`src/hw/rtl/nwt_pkg.sv`:
```
`timescale 1ns / 1ps
// ----------------------------------------------------------------------------
// nwt_pkg
// Shared widths, token codes and division constants for the number-to-word
// token unit.
// ----------------------------------------------------------------------------
package nwt_pkg;

    localparam int VALUE_W   = 21;
    localparam int S_DATA_W  = 24;
    localparam int TOKEN_W   = 6;
    localparam int M_DATA_W  = 8;
    localparam int THOUS_W   = 11;   // magnitude / 1000 reaches 1048
    localparam int REM_W     = 10;   // magnitude % 1000
    localparam int DIGIT_W   = 4;
    localparam int R2_W      = 7;    // remainder below one hundred
    localparam int UNIT_W    = 5;    // one to nineteen

    // Token codes; group tokens are a base plus the digit or value.
    localparam logic [TOKEN_W-1:0] TOK_NEGATIVE      = 6'd0;
    localparam logic [TOKEN_W-1:0] TOK_ZERO          = 6'd1;
    localparam logic [TOKEN_W-1:0] TOK_THOUSAND_BASE = 6'd1;
    localparam logic [TOKEN_W-1:0] TOK_HUNDRED_BASE  = 6'd10;
    localparam logic [TOKEN_W-1:0] TOK_TENS_BASE     = 6'd18;
    localparam logic [TOKEN_W-1:0] TOK_UNIT_BASE     = 6'd27;
    localparam logic [TOKEN_W-1:0] TOK_MAX           = 6'd46;

    // Token slots in spoken order.
    localparam int SLOT_NEG   = 0;
    localparam int SLOT_ZERO  = 1;
    localparam int SLOT_THOUS = 2;
    localparam int SLOT_HUND  = 3;
    localparam int SLOT_TENS  = 4;
    localparam int SLOT_UNIT  = 5;
    localparam int NUM_SLOTS  = 6;

    // Reciprocal division constants. Each is exact over the operand range used.
    localparam int RECIP_1000_SHIFT = 30;
    localparam logic [20:0] RECIP_1000 = 21'd1073742;   // ceil(2^30 / 1000)
    localparam int RECIP_100_SHIFT  = 12;
    localparam logic [5:0]  RECIP_100  = 6'd41;          // valid for 0..999
    localparam int RECIP_10_SHIFT   = 11;
    localparam logic [7:0]  RECIP_10   = 8'd205;         // valid for 0..99

    localparam logic [9:0]  K_THOUSAND = 10'd1000;
    localparam logic [6:0]  K_HUNDRED  = 7'd100;
    localparam logic [3:0]  K_TEN      = 4'd10;
    localparam logic [4:0]  K_TEEN_MAX = 5'd19;

endpackage

```
`src/hw/rtl/number_to_word_tokens_unit.sv`:
```
`timescale 1ns / 1ps
// ----------------------------------------------------------------------------
// number_to_word_tokens_unit
// Turns a signed integer into the word tokens that name it, in spoken order.
// ----------------------------------------------------------------------------
// Usage:
//   Input beats carry one 21-bit two's complement value in s_tdata[20:0].
//   Each value yields zero to five output beats, one token per beat, in
//   spoken order: negative, zero or thousands, hundreds, tens, units/teens.
//   m_tlast marks the final token of a value. A value with a thousands count
//   above nine and zero low digits produces no beat at all (a negative one
//   produces only the negative token).
//   Tokens pass through stages 1 to 7 and the output register. Throughput:
//   one value per cycle when it yields at most one token and the receiver is
//   ready; a value with more tokens holds stage 7 until its last token is
//   sent. The seven-stage arithmetic pipeline takes a new value every cycle
//   unless stage 7 holds a value that cannot leave, which drops s_tready;
//   only the token serializer at its end limits the rate. A receiver stall
//   holds the output beat and freezes the pipeline once stage 7 holds a value.
//   Reset (aresetn low at a clock edge) empties all stages and the output.
// ----------------------------------------------------------------------------
module number_to_word_tokens_unit
    import nwt_pkg::*;
(
    input  logic                aclk,
    input  logic                aresetn,
    input  logic                s_tvalid,
    output logic                s_tready,
    input  logic [S_DATA_W-1:0] s_tdata,   // [20:0] value, [23:21] zero
    output logic                m_tvalid,
    input  logic                m_tready,
    output logic [M_DATA_W-1:0] m_tdata,   // [5:0] word_token, [7:6] zero
    output logic                m_tlast    // last_token
);

    // Stage 1: sign and magnitude.
    logic                v1_reg;
    logic                neg1_reg;
    logic [VALUE_W-1:0]  mag1_reg;
    // Stage 2: magnitude times reciprocal of 1000.
    logic                v2_reg;
    logic                neg2_reg;
    logic [VALUE_W-1:0]  mag2_reg;
    logic [THOUS_W-1:0]  th2_reg;
    // Stage 3: remainder mod 1000 and thousands digit.
    logic                v3_reg;
    logic                neg3_reg;
    logic                zero3_reg;
    logic                thok3_reg;
    logic [DIGIT_W-1:0]  thd3_reg;
    logic [REM_W-1:0]    rem3_reg;
    // Stage 4: hundreds digit.
    logic                v4_reg;
    logic                neg4_reg;
    logic                zero4_reg;
    logic                thok4_reg;
    logic [DIGIT_W-1:0]  thd4_reg;
    logic [REM_W-1:0]    rem4_reg;
    logic [DIGIT_W-1:0]  hd4_reg;
    // Stage 5: remainder mod 100.
    logic                v5_reg;
    logic                neg5_reg;
    logic                zero5_reg;
    logic                thok5_reg;
    logic [DIGIT_W-1:0]  thd5_reg;
    logic [DIGIT_W-1:0]  hd5_reg;
    logic [R2_W-1:0]     r2_5_reg;
    // Stage 6: tens digit.
    logic                v6_reg;
    logic                neg6_reg;
    logic                zero6_reg;
    logic                thok6_reg;
    logic [DIGIT_W-1:0]  thd6_reg;
    logic [DIGIT_W-1:0]  hd6_reg;
    logic [R2_W-1:0]     r2_6_reg;
    logic [DIGIT_W-1:0]  td6_reg;
    // Stage 7: token slots and pending mask, drained by the serializer.
    logic                v7_reg;
    logic [NUM_SLOTS-1:0] pend7_reg;
    logic [TOKEN_W-1:0]  tok7_reg [NUM_SLOTS];
    // Output register.
    logic                m_valid_reg;
    logic [TOKEN_W-1:0]  m_token_reg;
    logic                m_last_reg;

    logic                 adv;
    logic                 out_free;
    logic                 emit;
    logic                 consume7;
    logic [NUM_SLOTS-1:0] pick;
    logic [NUM_SLOTS-1:0] rest;
    logic [TOKEN_W-1:0]   pick_token;

    logic [VALUE_W-1:0]   in_value;
    logic                 neg1_next;
    logic [VALUE_W-1:0]   mag1_next;
    logic [2*VALUE_W-1:0] prod2_next;
    logic [THOUS_W+9:0]   th_x1000;
    logic [REM_W-1:0]     rem3_next;
    logic [REM_W+5:0]     prod4_next;
    logic [R2_W+3:0]      hd_x100;
    logic [R2_W-1:0]      r2_5_next;
    logic [R2_W+7:0]      prod6_next;
    logic [R2_W-1:0]      td_x10;
    logic                 tens7_next;
    logic [UNIT_W-1:0]    unit7_next;
    logic [R2_W-1:0]      unit_diff;
    logic [NUM_SLOTS-1:0] pend7_next;

    // ---------------- arithmetic ----------------
    always_comb begin
        in_value   = s_tdata[VALUE_W-1:0];
        neg1_next  = in_value[VALUE_W-1];
        // The most negative pattern negates to 2^20, which fits unsigned.
        mag1_next  = neg1_next ? (~in_value + VALUE_W'(1)) : in_value;

        prod2_next = {{VALUE_W{1'b0}}, mag1_reg} * {{VALUE_W{1'b0}}, RECIP_1000};

        th_x1000   = {{REM_W{1'b0}}, th2_reg} * {{THOUS_W{1'b0}}, K_THOUSAND};
        rem3_next  = mag2_reg[REM_W-1:0] - th_x1000[REM_W-1:0];

        prod4_next = {6'b0, rem3_reg} * {{REM_W{1'b0}}, RECIP_100};

        hd_x100    = {{R2_W{1'b0}}, hd4_reg} * {4'b0, K_HUNDRED};
        r2_5_next  = rem4_reg[R2_W-1:0] - hd_x100[R2_W-1:0];

        prod6_next = {8'b0, r2_5_reg} * {{R2_W{1'b0}}, RECIP_10};

        td_x10     = {3'b0, td6_reg} * {3'b0, K_TEN};
        tens7_next = r2_6_reg > {2'b0, K_TEEN_MAX};
        unit_diff  = r2_6_reg - td_x10;
        unit7_next = tens7_next ? unit_diff[UNIT_W-1:0] : r2_6_reg[UNIT_W-1:0];

        pend7_next              = '0;
        pend7_next[SLOT_NEG]    = v6_reg && neg6_reg;
        pend7_next[SLOT_ZERO]   = v6_reg && zero6_reg;
        pend7_next[SLOT_THOUS]  = v6_reg && thok6_reg;
        pend7_next[SLOT_HUND]   = v6_reg && (hd6_reg != '0);
        pend7_next[SLOT_TENS]   = v6_reg && tens7_next;
        pend7_next[SLOT_UNIT]   = v6_reg && (unit7_next != '0);
    end

    // ---------------- serializer control ----------------
    always_comb begin
        pick       = pend7_reg & (~pend7_reg + NUM_SLOTS'(1));
        rest       = pend7_reg & ~pick;
        pick_token = '0;
        for (int i = 0; i < NUM_SLOTS; i++) begin
            if (pick[i]) begin
                pick_token = pick_token | tok7_reg[i];
            end
        end
        out_free = !m_valid_reg || m_tready;
        emit     = v7_reg && out_free && (pend7_reg != '0);
        // A value with no tokens left (or none at all) leaves stage 7 here.
        consume7 = v7_reg && out_free && (rest == '0);
        adv      = !v7_reg || consume7;
    end

    // No beat is taken while reset is held.
    assign s_tready = aresetn && adv;
    assign m_tvalid = m_valid_reg;
    assign m_tdata  = {{(M_DATA_W-TOKEN_W){1'b0}}, m_token_reg};
    assign m_tlast  = m_last_reg;

    // ---------------- pipeline valid bits and control ----------------
    always_ff @(posedge aclk) begin
        if (!aresetn) begin
            v1_reg      <= 1'b0;
            v2_reg      <= 1'b0;
            v3_reg      <= 1'b0;
            v4_reg      <= 1'b0;
            v5_reg      <= 1'b0;
            v6_reg      <= 1'b0;
            v7_reg      <= 1'b0;
            pend7_reg   <= '0;
            m_valid_reg <= 1'b0;
        end else begin
            if (adv) begin
                v1_reg    <= s_tvalid;
                v2_reg    <= v1_reg;
                v3_reg    <= v2_reg;
                v4_reg    <= v3_reg;
                v5_reg    <= v4_reg;
                v6_reg    <= v5_reg;
                v7_reg    <= v6_reg;
                pend7_reg <= pend7_next;
            end else if (emit) begin
                pend7_reg <= rest;
            end
            if (emit) begin
                m_valid_reg <= 1'b1;
            end else if (m_tready) begin
                m_valid_reg <= 1'b0;
            end
        end
    end

    // ---------------- pipeline payload ----------------
    always_ff @(posedge aclk) begin
        if (adv) begin
            neg1_reg  <= neg1_next;
            mag1_reg  <= mag1_next;

            neg2_reg  <= neg1_reg;
            mag2_reg  <= mag1_reg;
            th2_reg   <= prod2_next[RECIP_1000_SHIFT +: THOUS_W];

            neg3_reg  <= neg2_reg;
            zero3_reg <= (mag2_reg == '0);
            thok3_reg <= (th2_reg >= THOUS_W'(1)) && (th2_reg <= THOUS_W'(9));
            thd3_reg  <= th2_reg[DIGIT_W-1:0];
            rem3_reg  <= rem3_next;

            neg4_reg  <= neg3_reg;
            zero4_reg <= zero3_reg;
            thok4_reg <= thok3_reg;
            thd4_reg  <= thd3_reg;
            rem4_reg  <= rem3_reg;
            hd4_reg   <= prod4_next[RECIP_100_SHIFT +: DIGIT_W];

            neg5_reg  <= neg4_reg;
            zero5_reg <= zero4_reg;
            thok5_reg <= thok4_reg;
            thd5_reg  <= thd4_reg;
            hd5_reg   <= hd4_reg;
            r2_5_reg  <= r2_5_next;

            neg6_reg  <= neg5_reg;
            zero6_reg <= zero5_reg;
            thok6_reg <= thok5_reg;
            thd6_reg  <= thd5_reg;
            hd6_reg   <= hd5_reg;
            r2_6_reg  <= r2_5_reg;
            td6_reg   <= prod6_next[RECIP_10_SHIFT +: DIGIT_W];

            tok7_reg[SLOT_NEG]   <= TOK_NEGATIVE;
            tok7_reg[SLOT_ZERO]  <= TOK_ZERO;
            tok7_reg[SLOT_THOUS] <= TOK_THOUSAND_BASE + {2'b0, thd6_reg};
            tok7_reg[SLOT_HUND]  <= TOK_HUNDRED_BASE + {2'b0, hd6_reg};
            tok7_reg[SLOT_TENS]  <= TOK_TENS_BASE + {2'b0, td6_reg};
            tok7_reg[SLOT_UNIT]  <= TOK_UNIT_BASE + {1'b0, unit7_next};
        end
        if (emit) begin
            m_token_reg <= pick_token;
            m_last_reg  <= (rest == '0);
        end
    end

    // ---------------- assertions ----------------
    a_token_range: assert property (@(posedge aclk) disable iff (!aresetn)
        m_valid_reg |-> (m_token_reg <= TOK_MAX))
        else $error("token code out of range");

    a_pend_needs_valid: assert property (@(posedge aclk) disable iff (!aresetn)
        !v7_reg |-> (pend7_reg == '0))
        else $error("pending tokens in an empty serializer stage");

    a_more_tokens_follow: assert property (@(posedge aclk) disable iff (!aresetn)
        (emit && (rest != '0)) |=> (v7_reg && (pend7_reg != '0)))
        else $error("value left the serializer before its last token");

    a_stall_cause: assert property (@(posedge aclk) disable iff (!aresetn)
        !s_tready |-> (v7_reg && m_valid_reg && !m_tready) || (v7_reg && (rest != '0)))
        else $error("input stalled without a busy serializer");

endmodule
```
`config.mk`:
```
export PLATFORM = sky130hd
export DESIGN_NAME = number_to_word_tokens_unit
export DESIGN_NICKNAME = d
export VERILOG_FILES = /design/src/hw/rtl/nwt_pkg.sv /design/src/hw/rtl/number_to_word_tokens_unit.sv
export SDC_FILE = /design/constraint.sdc
export NUM_CORES = 1
export LEC_CHECK = 0
export BUFFER_PORTS_ARGS = -buffer_cell sky130_fd_sc_hd__buf_2
export CAP_MARGIN = 20
export CORE_MARGIN = 3
export CORE_UTILIZATION = 55
export DETAILED_ROUTE_END_ITERATION = 10
export PLACE_DENSITY = 0.79
export SLEW_MARGIN = 20
export SYNTH_ARGS = -nofsm -noshare
export SYNTH_HDL_FRONTEND = slang
export SYNTH_SLANG_ARGS = --single-unit
```
`constraint.sdc`:
```
create_clock -name aclk -period 5.15 [get_ports aclk]
set_clock_uncertainty 0.2 [all_clocks]
set_input_delay 0.7725 -clock aclk [delete_from_list [all_inputs] [get_ports aclk]]
set_output_delay 0.7725 -clock aclk [all_outputs]
set_load 0.005 [all_outputs]
```
# Word-level counts from Yosys, hierarchy flattened
# Memories as Yosys holds them, arrays and structs flattened.
# Cells that the tools add are included.
[classes]
addsub = 9
multipliers = 6
n_lt_le_gt_ge = 3
n_mux = 14
n_bitwise = 10
reduce_logical = 22
[ops]
columns = ["cell", "n"]
rows = [
  ["$mux W6", 8],
  ["$mul A21 B20 Y40 const B", 1],
  ["$or A6 B6 Y6", 5],
  ["$add A21 B1 Y21 const B", 1],
  ["$logic_not A21 Y1", 1],
  ["$not A21 Y21", 1],
  ["$mux W20", 1],
  ["$mul A10 B6 Y16 const B", 1],
  ["$mul A7 B8 Y15 const B", 1],
  ["$and A6 B6 Y6", 2],
  ["$not A6 Y6", 2],
  ["$ge A11 B1 Y1 const B", 1],
  ["$le A11 B4 Y1 const B", 1],
  ["$logic_and A1 B1 Y1", 11],
  ["$mul A11 B7 Y7 const B", 1],
  ["$sub A10 B10 Y10", 1],
  ["$gt A7 B5 Y1 const B", 1],
  ["$sub A7 B7 Y7", 1],
  ["$add A5 B4 Y6 const A", 1],
  ["$add A5 B5 Y6 const A", 1],
  ["$add A6 B1 Y6 const B", 1],
  ["$logic_not A6 Y1", 1],
  ["$reduce_bool A6 Y1", 1],
  ["$add A1 B4 Y5 const A", 1],
  ["11 further kinds", 17],
]
[totals]
register_bits = 151
mem_bits_rw = 36
input_bits = 28
out_inout_bits = 11
elab_cells = 106
memories = 1
[mem_list]
columns = ["name", "words", "width", "read_ports", "rd_clocked_by_memory_dff", "write_ports", "line_no", "text"]
rows = [
  ["tok7_reg", 6, 6, 6, 0, 6, "number_to_word_tokens_unit.sv:80", "logic [TOKEN_W-1:0] tok7_reg [NUM_SLOTS];"],
]

# Logic depth before layout (Yosys ltp)
# Gate-level depths: netlist of run 1.
[logic_depth]
depth_word = 14
mapped_depth = 20
depth_no_buf = 19

# Worst setup path after synthesis of run 1
# No wires, ideal clock.
[synth_path]
path_kind = "register to register"
start = "register mag1_reg[9]"
end = "register th2_reg[9], data pin"
setup_ns = 0.262
arrival_ns = 5.088
setup_slack_ns = -0.400
stages_incl_launch_ff = 18
path_cell_list = "edfxtp_1 > ha_1 > ha_1 > inv_1 > fa_1 > fa_1 > fa_1 > inv_1 > fa_1 > ha_1 > ha_1 > a21o_1 > a21o_1 > a211oi_1 > o311ai_1 > a221oi_1 > o21ai_1 > xor2_1"
[synth_via]
elab_chain_len = 1
[synth_lines]
columns = ["element", "line_no", "text"]
rows = [
  ["start, declared", "number_to_word_tokens_unit.sv:39", "logic [VALUE_W-1:0] mag1_reg;"],
  ["start signal, assigned", "number_to_word_tokens_unit.sv:203", "mag1_reg <= mag1_next;"],
  ["$mul A21 B20 Y40", "number_to_word_tokens_unit.sv:117", "prod2_next = {{VALUE_W{1'b0}}, mag1_reg} * {{VALUE_W{1'b0}}, RECIP_1000};"],
  ["named net prod2_next[39]", "number_to_word_tokens_unit.sv:97", "logic [2*VALUE_W-1:0] prod2_next;"],
  ["end signal, assigned", "number_to_word_tokens_unit.sv:207", "th2_reg <= prod2_next[RECIP_1000_SHIFT +: THOUS_W];"],
  ["end, declared", "number_to_word_tokens_unit.sv:44", "logic [THOUS_W-1:0] th2_reg;"],
]
# The timed path passes the listed nets, and every way through them passes these cells.
# A chain may end at the register's enable or synchronous reset.

# Final worst setup path of run 1
[layout_path]
start = "register mag1_reg[9]"
end = "register th2_reg[2], data pin"
# The elaborated chain is that of the path after synthesis.

==> flow_summary.ini, run 1 <==
[run_status]
run_status = finished, violations left
violations = negative setup slack

[sta]
slew_violations = 0
period_minus_slack_ns = 5.682
hold_viol_final = 0
relSlewSlack_pct = 52.54
max_freq_mhz = 176.0
rsz0062_at_grt = true
tightest_slew_ns = 0.7118
fin_crit_sh_pct = 110.3
final-setup-viol-count = 11
worst_slack_ns = -0.5322

[yosys]
ys_async_sr_fraction_pct = 0
yosys_warnings = 0
yosys.cell_types.count = 62
ys_seq_area_share_pct = 35.18
syn_area_per_cell_sq_um = 11.54
synth-edff-count = 159
syn_area_sq_mm = 0.01437
postSynthRegisterBits = 173
netlist_instances = 1245
ys.flop_type = edfxtp_1

[placement]
numPortBuffers = 33
gp_congestion = 0.9426
dp_hpwl_microns = 24030
dpl_cell_area_sq_mm = 0.01582

[worst_setup_path]
crit_buf_inv = 5
arrival_ns = 5.65
r2r-start = mag1_reg[9]$_DFFE_PN_
crit_fanout = 3
cpMaxStageDelayCell = fa_1
path_delay_family = adder cells
cp_cell_sequence = buf_6, buf_6, ha_4, ha_4, inv_2, fa_1, fa_1, fa_1, inv_2, fa_1, ha_4, ha_4, a21o_1, a21o_1, a211oi_2, o311ai_2, buf_4, a221oi_4, o21bai_1, xor2_1
critPathKind = reg2reg
rrSetupSlack_ns = -0.53
cpPeakStageDelay_ns = 0.61
r2r_end = th2_reg[2]$_DFFE_PN_
required_ns = 5.12
end_kind = flip-flop
rr_worst_depth = 20
worst_setup_path_start_kind = flip-flop

[final_layout]
largest_reg_flops = 22
num-fill-cells = 1731
n_antenna_cell = 0
final_area_sq_mm = 0.01711
syn_to_final_growth_pct = 19.07
post-route-util_pct = 67.36
nNetsFinal = 1820
drive_above_1_share_pct = 19.45

[global_routing]
met3_usage_pct = 4.958
first_global_vias = 10300
use_met2_pct = 40.26
grt_first_pass_wirelength_microns = 50050
grt.overflow.total = 0
busiest_layer = met2
grt_max_degree = 137
antenna_found_initial = 0
met1_usage_pct = 26.55
grt_usage_pct = 22.57

[flow_run]
maxCapViolCount = 0

[worst_hold_path]
holdPathEnd = thok5_reg$_DFFE_PN_
worstHoldPathCells = 0
min_path_type = reg2reg
hp-start = thok4_reg$_DFFE_PN_

[detailed_routing]
wire_per_inst_microns = 18.07
drtIter0Drc = 727
drtPass1Iterations = 5
avgViaCountPerCell = 5.568
num_vias = 9711
drc = 0
antenna_left = 0
routed_wirelength_microns = 31520

[floorplan]
core_sq_mm = 0.02540
die-width_microns = 167.6
fp.dieH_microns = 167.6
pin_count = 39
std_cell_rows = 58
dieArea_sq_mm = 0.02810
initial_core_util_pct = 56.57

[cts]
path_clk_slew_ns = 0.07
numCtsBuffers = 17
cts.sinks = 173
cts_tree = yes
h-tree-depth = 4
clk_path_buf_depth = 2
clock_latency_ns = 0.43
cts_hold_buffers = 0
root_buffer = clkbuf_16
[per-stage QoR]
step / worst slack, ns / cells / hold slack (ns) / setup TNS [ns]
floorplan: -0.07232 / 1246 / 0.2003 / -0.1598
global placement: -0.5320 / 1686 / 0.2010 / -4.628
finish: -0.5322 / 1744 / 0.2126 / -5.095
CTS: -0.4475 / 1737 / 0.2163 / -4.464
detailed placement: -0.5722 / 1686 / 0.2045 / -5.107
global route: -0.6801 / 1744 / 0.2201 / -6.851
[cells in the mapped netlist (4+ instances only)]
library cell / count / area, sq um
o21bai_1: 4 / 30.03
edfxtp_1: 159 / 4775
nand2_1: 44 / 165.2
inv_1: 277 / 1040
nand4_1: 8 / 50.05
xnor2_1: 48 / 420.4
o211ai_1: 7 / 52.55
o21a_1: 6 / 45.04
a211oi_1: 11 / 82.58
nor2_1: 29 / 108.9
nand2b_1: 6 / 37.54
nor3_1: 8 / 40.04
a21o_1: 16 / 120.1
o21ai_1: 4 / 20.02
a22oi_1: 6 / 45.04
and3_1: 6 / 37.54
and2_1: 5 / 31.28
nor2b_1: 6 / 37.54
nand3_1: 18 / 90.09
a21boi_1: 11 / 82.58
fa_1: 109 / 2182
clkbuf_1: 7 / 26.28
or3_1: 6 / 37.54
o31ai_1: 7 / 52.55
a31oi_1: 4 / 25.02
nor4_1: 10 / 62.56
ha_1: 281 / 3516
o21ai_0: 37 / 185.2
a221o_1: 4 / 40.04
dfxtp_1: 14 / 280.3
a21oi_1: 27 / 135.1
xor2_1: 18 / 157.7
[cells by family after synthesis]
kind of cell               synth area share (%)
AOI/OAI and AO/OA                         7.698
xor gates and xnor gates                  4.023
adders and majority gates                 39.73
buffers and inverters                     7.828
DFF                                       35.18
muxes                                    0.2177
other                                   0.02610
and+or+nand+nor                           5.295
[placed cells by master (no fill, tap or decap), drive strengths merged, types with 11 or more instances in the layout]
cell type  netlist  final
nand2           44     44
nand3           18     18
o21ai           41     41
a21boi          13     13
nor2            29     29
a211oi          11     11
dfxtp           14     14
inv            278    280
ha             281    281
edfxtp         159    159
a21o            16     16
buf              6    150
clkbuf           7     19
xor2            18     18
fa             109    109
xnor2           48     48
a21oi           27     27
[per-layer routing]
layer  wire (microns)  vias up
li1                 -     4558
met1            12170     4741
met2            16440      305
met3             1677      107
met4             1236        0
met5                0        -
[how the worst max path moves through the flow]
stage / startpoint / end / slack (ns) / depth (start not counted)
4_1_cts: mag1_reg[6]$_DFFE_PN_ / th2_reg[2]$_DFFE_PN_ / -0.45 / 20
2_1_floorplan: mag1_reg[9]$_DFFE_PN_ / th2_reg[2]$_DFFE_PN_ / -0.07 / 17
6_report: mag1_reg[9]$_DFFE_PN_ / th2_reg[2]$_DFFE_PN_ / -0.53 / 20
5_1_grt: mag1_reg[2]$_DFFE_PN_ / th2_reg[2]$_DFFE_PN_ / -0.68 / 20
3_3_place_gp: mag1_reg[4]$_DFFE_PN_ / th2_reg[2]$_DFFE_PN_ / -0.53 / 16
3_5_place_dp: mag1_reg[4]$_DFFE_PN_ / th2_reg[2]$_DFFE_PN_ / -0.57 / 20
[worst reg2reg max path, stage by stage, from the launching register on]
cell and delay (ns):
edfxtp_1 0.42, buf_6 0.15, buf_6 0.11, ha_4 0.28, ha_4 0.13, inv_2 0.03
fa_1 0.49, fa_1 0.46, fa_1 0.56, inv_2 0.06, fa_1 0.61, ha_4 0.23
ha_4 0.21, a21o_1 0.15, a21o_1 0.16, a211oi_2 0.22, o311ai_2 0.13, buf_4 0.18
a221oi_4 0.36, o21bai_1 0.12, xor2_1 0.17
[cell type report]
type                       instances  area, sq um  area share (%)
sequential                       173         5055           29.55
tap                              330        412.9           2.413
timing repair buffer             150         1141           6.670
clock inverter                    12        192.7           1.126
inverter                         279         1052           6.150
clock buffer                      19        432.9           2.530
multi-input combinational        781         8822           51.57
[timing repair]
item | 4_1_cts | 5_1_grt
pin swaps | 42 | 30
resized for setup | 40 | 47
setup endpoints to repair | 11 | 11
buffers inserted | 21 | 8
Power of run 1 is not shown: default switching activity piles up to over one toggle a cycle in this logic, so the estimate is an artifact.
==> inputs of run 2 (changes only) <==
--- a/config.mk
+++ b/config.mk
@@ -9,8 +9,9 @@
 export CAP_MARGIN = 20
 export CORE_MARGIN = 3
 export CORE_UTILIZATION = 55
+export CTS_CLUSTER_SIZE = 24
 export DETAILED_ROUTE_END_ITERATION = 10
-export PLACE_DENSITY = 0.79
+export PLACE_DENSITY = 0.77
 export SLEW_MARGIN = 20
 export SYNTH_ARGS = -nofsm -noshare
 export SYNTH_HDL_FRONTEND = slang
==> constraint.sdc (replaced) <==
create_clock -name aclk -period 5.4 [get_ports aclk]
set_clock_uncertainty 0.2 [all_clocks]
set_input_delay 0.81 -clock aclk [delete_from_list [all_inputs] [get_ports aclk]]
set_output_delay 0.81 -clock aclk [all_outputs]
set_load 0.005 [all_outputs]
==> flow_summary.ini, run 2 (same netlist as run 1, synthesis figures left out) <==
[sta]
tns_ns = -2.771
rsz0062_at_grt = true
hold_viol_final = 0
max_freq_mhz = 173.0
period_minus_slack_ns = 5.779
worst_slack_ns = -0.3788
slew_violations = 0
tightest_slew_ns = 0.8697
fin_crit_sh_pct = 107.0
final-setup-viol-count = 11
relSlewSlack_pct = 42.02

[global_routing]
antenna_found_initial = 0
grt_usage_pct = 22.63
grt_first_pass_wirelength_microns = 50280
grt_max_degree = 166
first_global_vias = 10140
grt.overflow.total = 0

[worst_setup_path]
critPathKind = reg2reg
crit_fanout = 3
required_ns = 5.38
end_kind = flip-flop
worst_setup_path_start_kind = flip-flop
cpMaxStageDelayCell = fa_1
rr_worst_depth = 20
cp_cell_sequence = buf_4, ha_4, ha_4, inv_2, fa_2, fa_1, inv_1, fa_2, fa_1, inv_2, fa_1, inv_1, ha_4, nor3_1, o21ai_1, o211ai_1, o311ai_4, a221oi_4, o21bai_1, xor2_1
cpPeakStageDelay_ns = 0.58
arrival_ns = 5.76

[detailed_routing]
wire_per_inst_microns = 19.54
drtPass1Iterations = 5
drtIter0Drc = 773
drc = 0
routed_wirelength_microns = 33830
num_vias = 9857
antenna_left = 0
avgViaCountPerCell = 5.694

[final_layout]
nNetsFinal = 1806
final_area_sq_mm = 0.01694
n_antenna_cell = 0
mostFrequentLayoutCells = inv_1, ha_1, edfxtp_1, fa_1, buf_4
layout_commonest_cell = inv_1
num-fill-cells = 1711
largest_reg_flops = 22
syn_to_final_growth_pct = 17.86
drive_above_1_share_pct = 19.20

[cts]
cts.sinks = 173
path_clk_slew_ns = 0.07
root_buffer = clkbuf_16
clock_latency_ns = 0.44
h-tree-depth = 4
clk_path_buf_depth = 2
cts_tree = yes
numCtsBuffers = 17

[floorplan]
pin_count = 39
std_cell_rows = 58
fp.dieH_microns = 167.6
die-width_microns = 167.6
dieArea_sq_mm = 0.02810
initial_core_util_pct = 56.57
core_sq_mm = 0.02540

[run_status]
violations = negative setup slack
run_status = finished, violations left

[placement]
dp_hpwl_microns = 23060
numPortBuffers = 33
post-place-ws_ns = -0.3887
gp_congestion = 0.9010
dpl_cell_area_sq_mm = 0.01546

[worst_hold_path]
min_path_type = reg2reg
worstHoldPathCells = 0

[flow_run]
maxCapViolCount = 0
==> run 2: stage by stage <==
stage | utilization [%] | hold slack [ns] | cells
global placement | 60.88 | 0.2013 | 1667
detailed placement | 60.88 | 0.2045 | 1667
CTS | 64.83 | 0.2189 | 1716
global route | 66.67 | 0.2238 | 1731
finish | 66.67 | 0.2217 | 1731
floorplan | - | 0.2003 | 1246
==> run 2: repair_timing <==
item | 4_1_cts | 5_1_grt
hold buffers | 0 | 0
buffers inserted | 17 | 15
endpoints found under the setup margin | 11 | 11
gates cloned | 0 | 0
resized for setup | 64 | 62
pin swaps | 81 | 43
==> run 2: layout make-up <==
class	instances	area, sq um	area share (%)
Inverter	279	1052	6.214
Sequential cell	173	5055	29.85
Multi-Input combinational cell	781	8820	52.08
Clock buffer	18	450.4	2.660
Tap cell	330	412.9	2.438
Clock inverter	14	141.4	0.8349
Timing Repair Buffer	136	1003	5.925
==> run 2: worst max-delay path, delay by kind of cell, from the launching register on <==
family / cells / cell delay, ns
compound gates: 5 / 1.01
xor+xnor: 1 / 0.17
fa+ha+maj: 8 / 2.99
buf+inv: 5 / 0.42
flops: 1 / 0.45
simple gates: 1 / 0.28
==> run 2: path summary, 6_finish.rpt <==
kind | from | endpoint | slack (ns)
worst min-delay path | thok5_reg$_DFFE_PN_ | thok6_reg$_DFFE_PN_ | 0.22
worst min register to register | thok5_reg$_DFFE_PN_ | thok6_reg$_DFFE_PN_ | 0.22
worst max register to register | mag1_reg[2]$_DFFE_PN_ | th2_reg[2]$_DFFE_PN_ | -0.38
worst max-delay path | mag1_reg[2]$_DFFE_PN_ | th2_reg[2]$_DFFE_PN_ | -0.38
==> run 2: layer usage <==
layer | vias up | wire length (microns) | GRT usage, %
li1 | 4525 | - | -
met1 | 4873 | 12630 | 27.61
met2 | 359 | 18150 | 41.62
met3 | 100 | 1822 | 3.116
met4 | 0 | 1226 | 6.937
met5 | - | 0 | 0
Power of run 2 is left out for the same reason.
==> inputs of run 3 (changes only) <==
--- a/config.mk
+++ b/config.mk
@@ -12,6 +12,7 @@
 export CTS_CLUSTER_SIZE = 24
 export DETAILED_ROUTE_END_ITERATION = 10
 export PLACE_DENSITY = 0.77
+export SETUP_SLACK_MARGIN = 0.5
 export SLEW_MARGIN = 20
 export SYNTH_ARGS = -nofsm -noshare
 export SYNTH_HDL_FRONTEND = slang
==> flow_summary.ini, run 3 (same netlist as run 1, synthesis figures left out) <==
[detailed_routing]
antenna_left = 0
wl_met3_microns = 1512
wire_per_inst_microns = 18.29
avgViaCountPerCell = 5.541
drtIter0Drc = 793
met1Wirelength_microns = 13050
met2_length_microns = 16540
drc = 0
routed_wirelength_microns = 31690
num_vias = 9602
drtPass1Iterations = 5
top_layer_used = met4

[cts]
root_buffer = clkbuf_16
numCtsBuffers = 17
h-tree-depth = 4
cts_hold_buffers = 0
clk_path_buf_depth = 2
cts.sinks = 173
cts_tree = yes
path_clk_slew_ns = 0.07
clock_latency_ns = 0.42

[sta]
fin_hold_ws_ns = 0.2192
rsz0062_at_grt = true
worst_slack_ns = -0.2256
period_minus_slack_ns = 5.626
fin_crit_sh_pct = 104.2
slew_violations = 0
max_freq_mhz = 177.8
hold_viol_final = 0
tns_ns = -1.602
final-setup-viol-count = 11
relSlewSlack_pct = 48.19
tightest_slew_ns = 0.7771

[worst_setup_path]
crit_fanout = 4
end_kind = flip-flop
worst_setup_path_start_kind = flip-flop
required_ns = 5.35
critPathKind = reg2reg
arrival_ns = 5.58

[final_layout]
regArea_sq_mm = 0.005055
syn_to_final_growth_pct = 18.23
mostFrequentLayoutCells = inv_1, ha_1, edfxtp_1, fa_1, buf_4
num-fill-cells = 1739
nNetsFinal = 1808
multi_input_area_sq_mm = 0.008861
largest_reg_flops = 22
layout_commonest_cell = inv_1
drive_above_1_share_pct = 19.32
n_antenna_cell = 0

[floorplan]
core_sq_mm = 0.02540
fp.dieH_microns = 167.6
pin_count = 39
dieArea_sq_mm = 0.02810
std_cell_rows = 58
initial_core_util_pct = 56.57
die-width_microns = 167.6

[global_routing]
grt_usage_pct = 22.63
antenna_found_initial = 0
first_global_vias = 10120
grt.overflow.total = 0
grt_max_degree = 89
grt_first_pass_wirelength_microns = 50510

[placement]
numPortBuffers = 33
gp_congestion = 0.9099
post-place-ws_ns = -0.3350
dp_hpwl_microns = 23920

[worst_hold_path]
min_path_type = reg2reg

[flow_run]
maxCapViolCount = 0

[run_status]
violations = negative setup slack
run_status = finished, violations left
==> run 3: cell types whose count changed in the layout (fill, tap and decap cells not counted), sizes merged <==
cell	previous run	this run
clkinvlp	0	2
bufinv	0	1
inv	289	280
clkinv	4	5
buf	136	138
clkbuf	18	23
==> run 3: final timing paths <==
path                          from  cells after the start  slack (ns)                   end
max          mag1_reg[3]$_DFFE_PN_                     19       -0.23  th2_reg[2]$_DFFE_PN_
min             neg5_reg$_DFFE_PN_                      0        0.22    neg6_reg$_DFFE_PN_
max reg2reg  mag1_reg[3]$_DFFE_PN_                     19       -0.23  th2_reg[2]$_DFFE_PN_
min reg2reg     neg5_reg$_DFFE_PN_                      0        0.22    neg6_reg$_DFFE_PN_
==> run 3: metrics by stage <==
stage,instance area (sq um),utilization [%],std cells
floorplan,14600,-,1246
global placement,15690,61.75,1671
detailed placement,15690,61.75,1671
CTS,16650,65.55,1719
global route,16990,66.88,1733
finish,16990,66.88,1733
==> run 3: final cells by class <==
cell class | count | share of cell area [%]
multi-input cells | 781 | 52.16
flip-flops and latches | 173 | 29.76
inverters | 279 | 6.194
repair buffers | 138 | 6.084
clock buffers | 23 | 2.873
well taps | 330 | 2.431
clock inverters | 9 | 0.5008
==> run 3: layer usage <==
| layer | GRT usage (%) | vias to the layer above |
|---|---|---|
| li1 | - | 4525 |
| met1 | 28.59 | 4746 |
| met2 | 40.28 | 284 |
| met3 | 3.966 | 47 |
| met4 | 6.154 | 0 |
| met5 | 0 | - |
==> run 3: worst max-delay path, stage by stage, from the launching register on <==
cell,delay (ns)
edfxtp_1,0.41
buf_6,0.15
ha_4,0.28
ha_4,0.14
inv_2,0.05
fa_2,0.37
fa_1,0.49
inv_1,0.05
fa_1,0.47
fa_1,0.50
inv_1,0.05
fa_1,0.55
inv_2,0.07
ha_4,0.26
o21a_1,0.17
o211ai_1,0.24
o311ai_4,0.20
a221oi_4,0.36
o21bai_1,0.14
xor2_1,0.20
==> run 3: what timing repair did <==
action                                  4_1_cts  5_1_grt
endpoints found under the setup margin       11       11
pin swaps                                    70       74
hold endpoints to repair                      0        0
setup buffers                                16       14
gates resized for setup                      47       48
Power of run 3 is left out for the same reason.
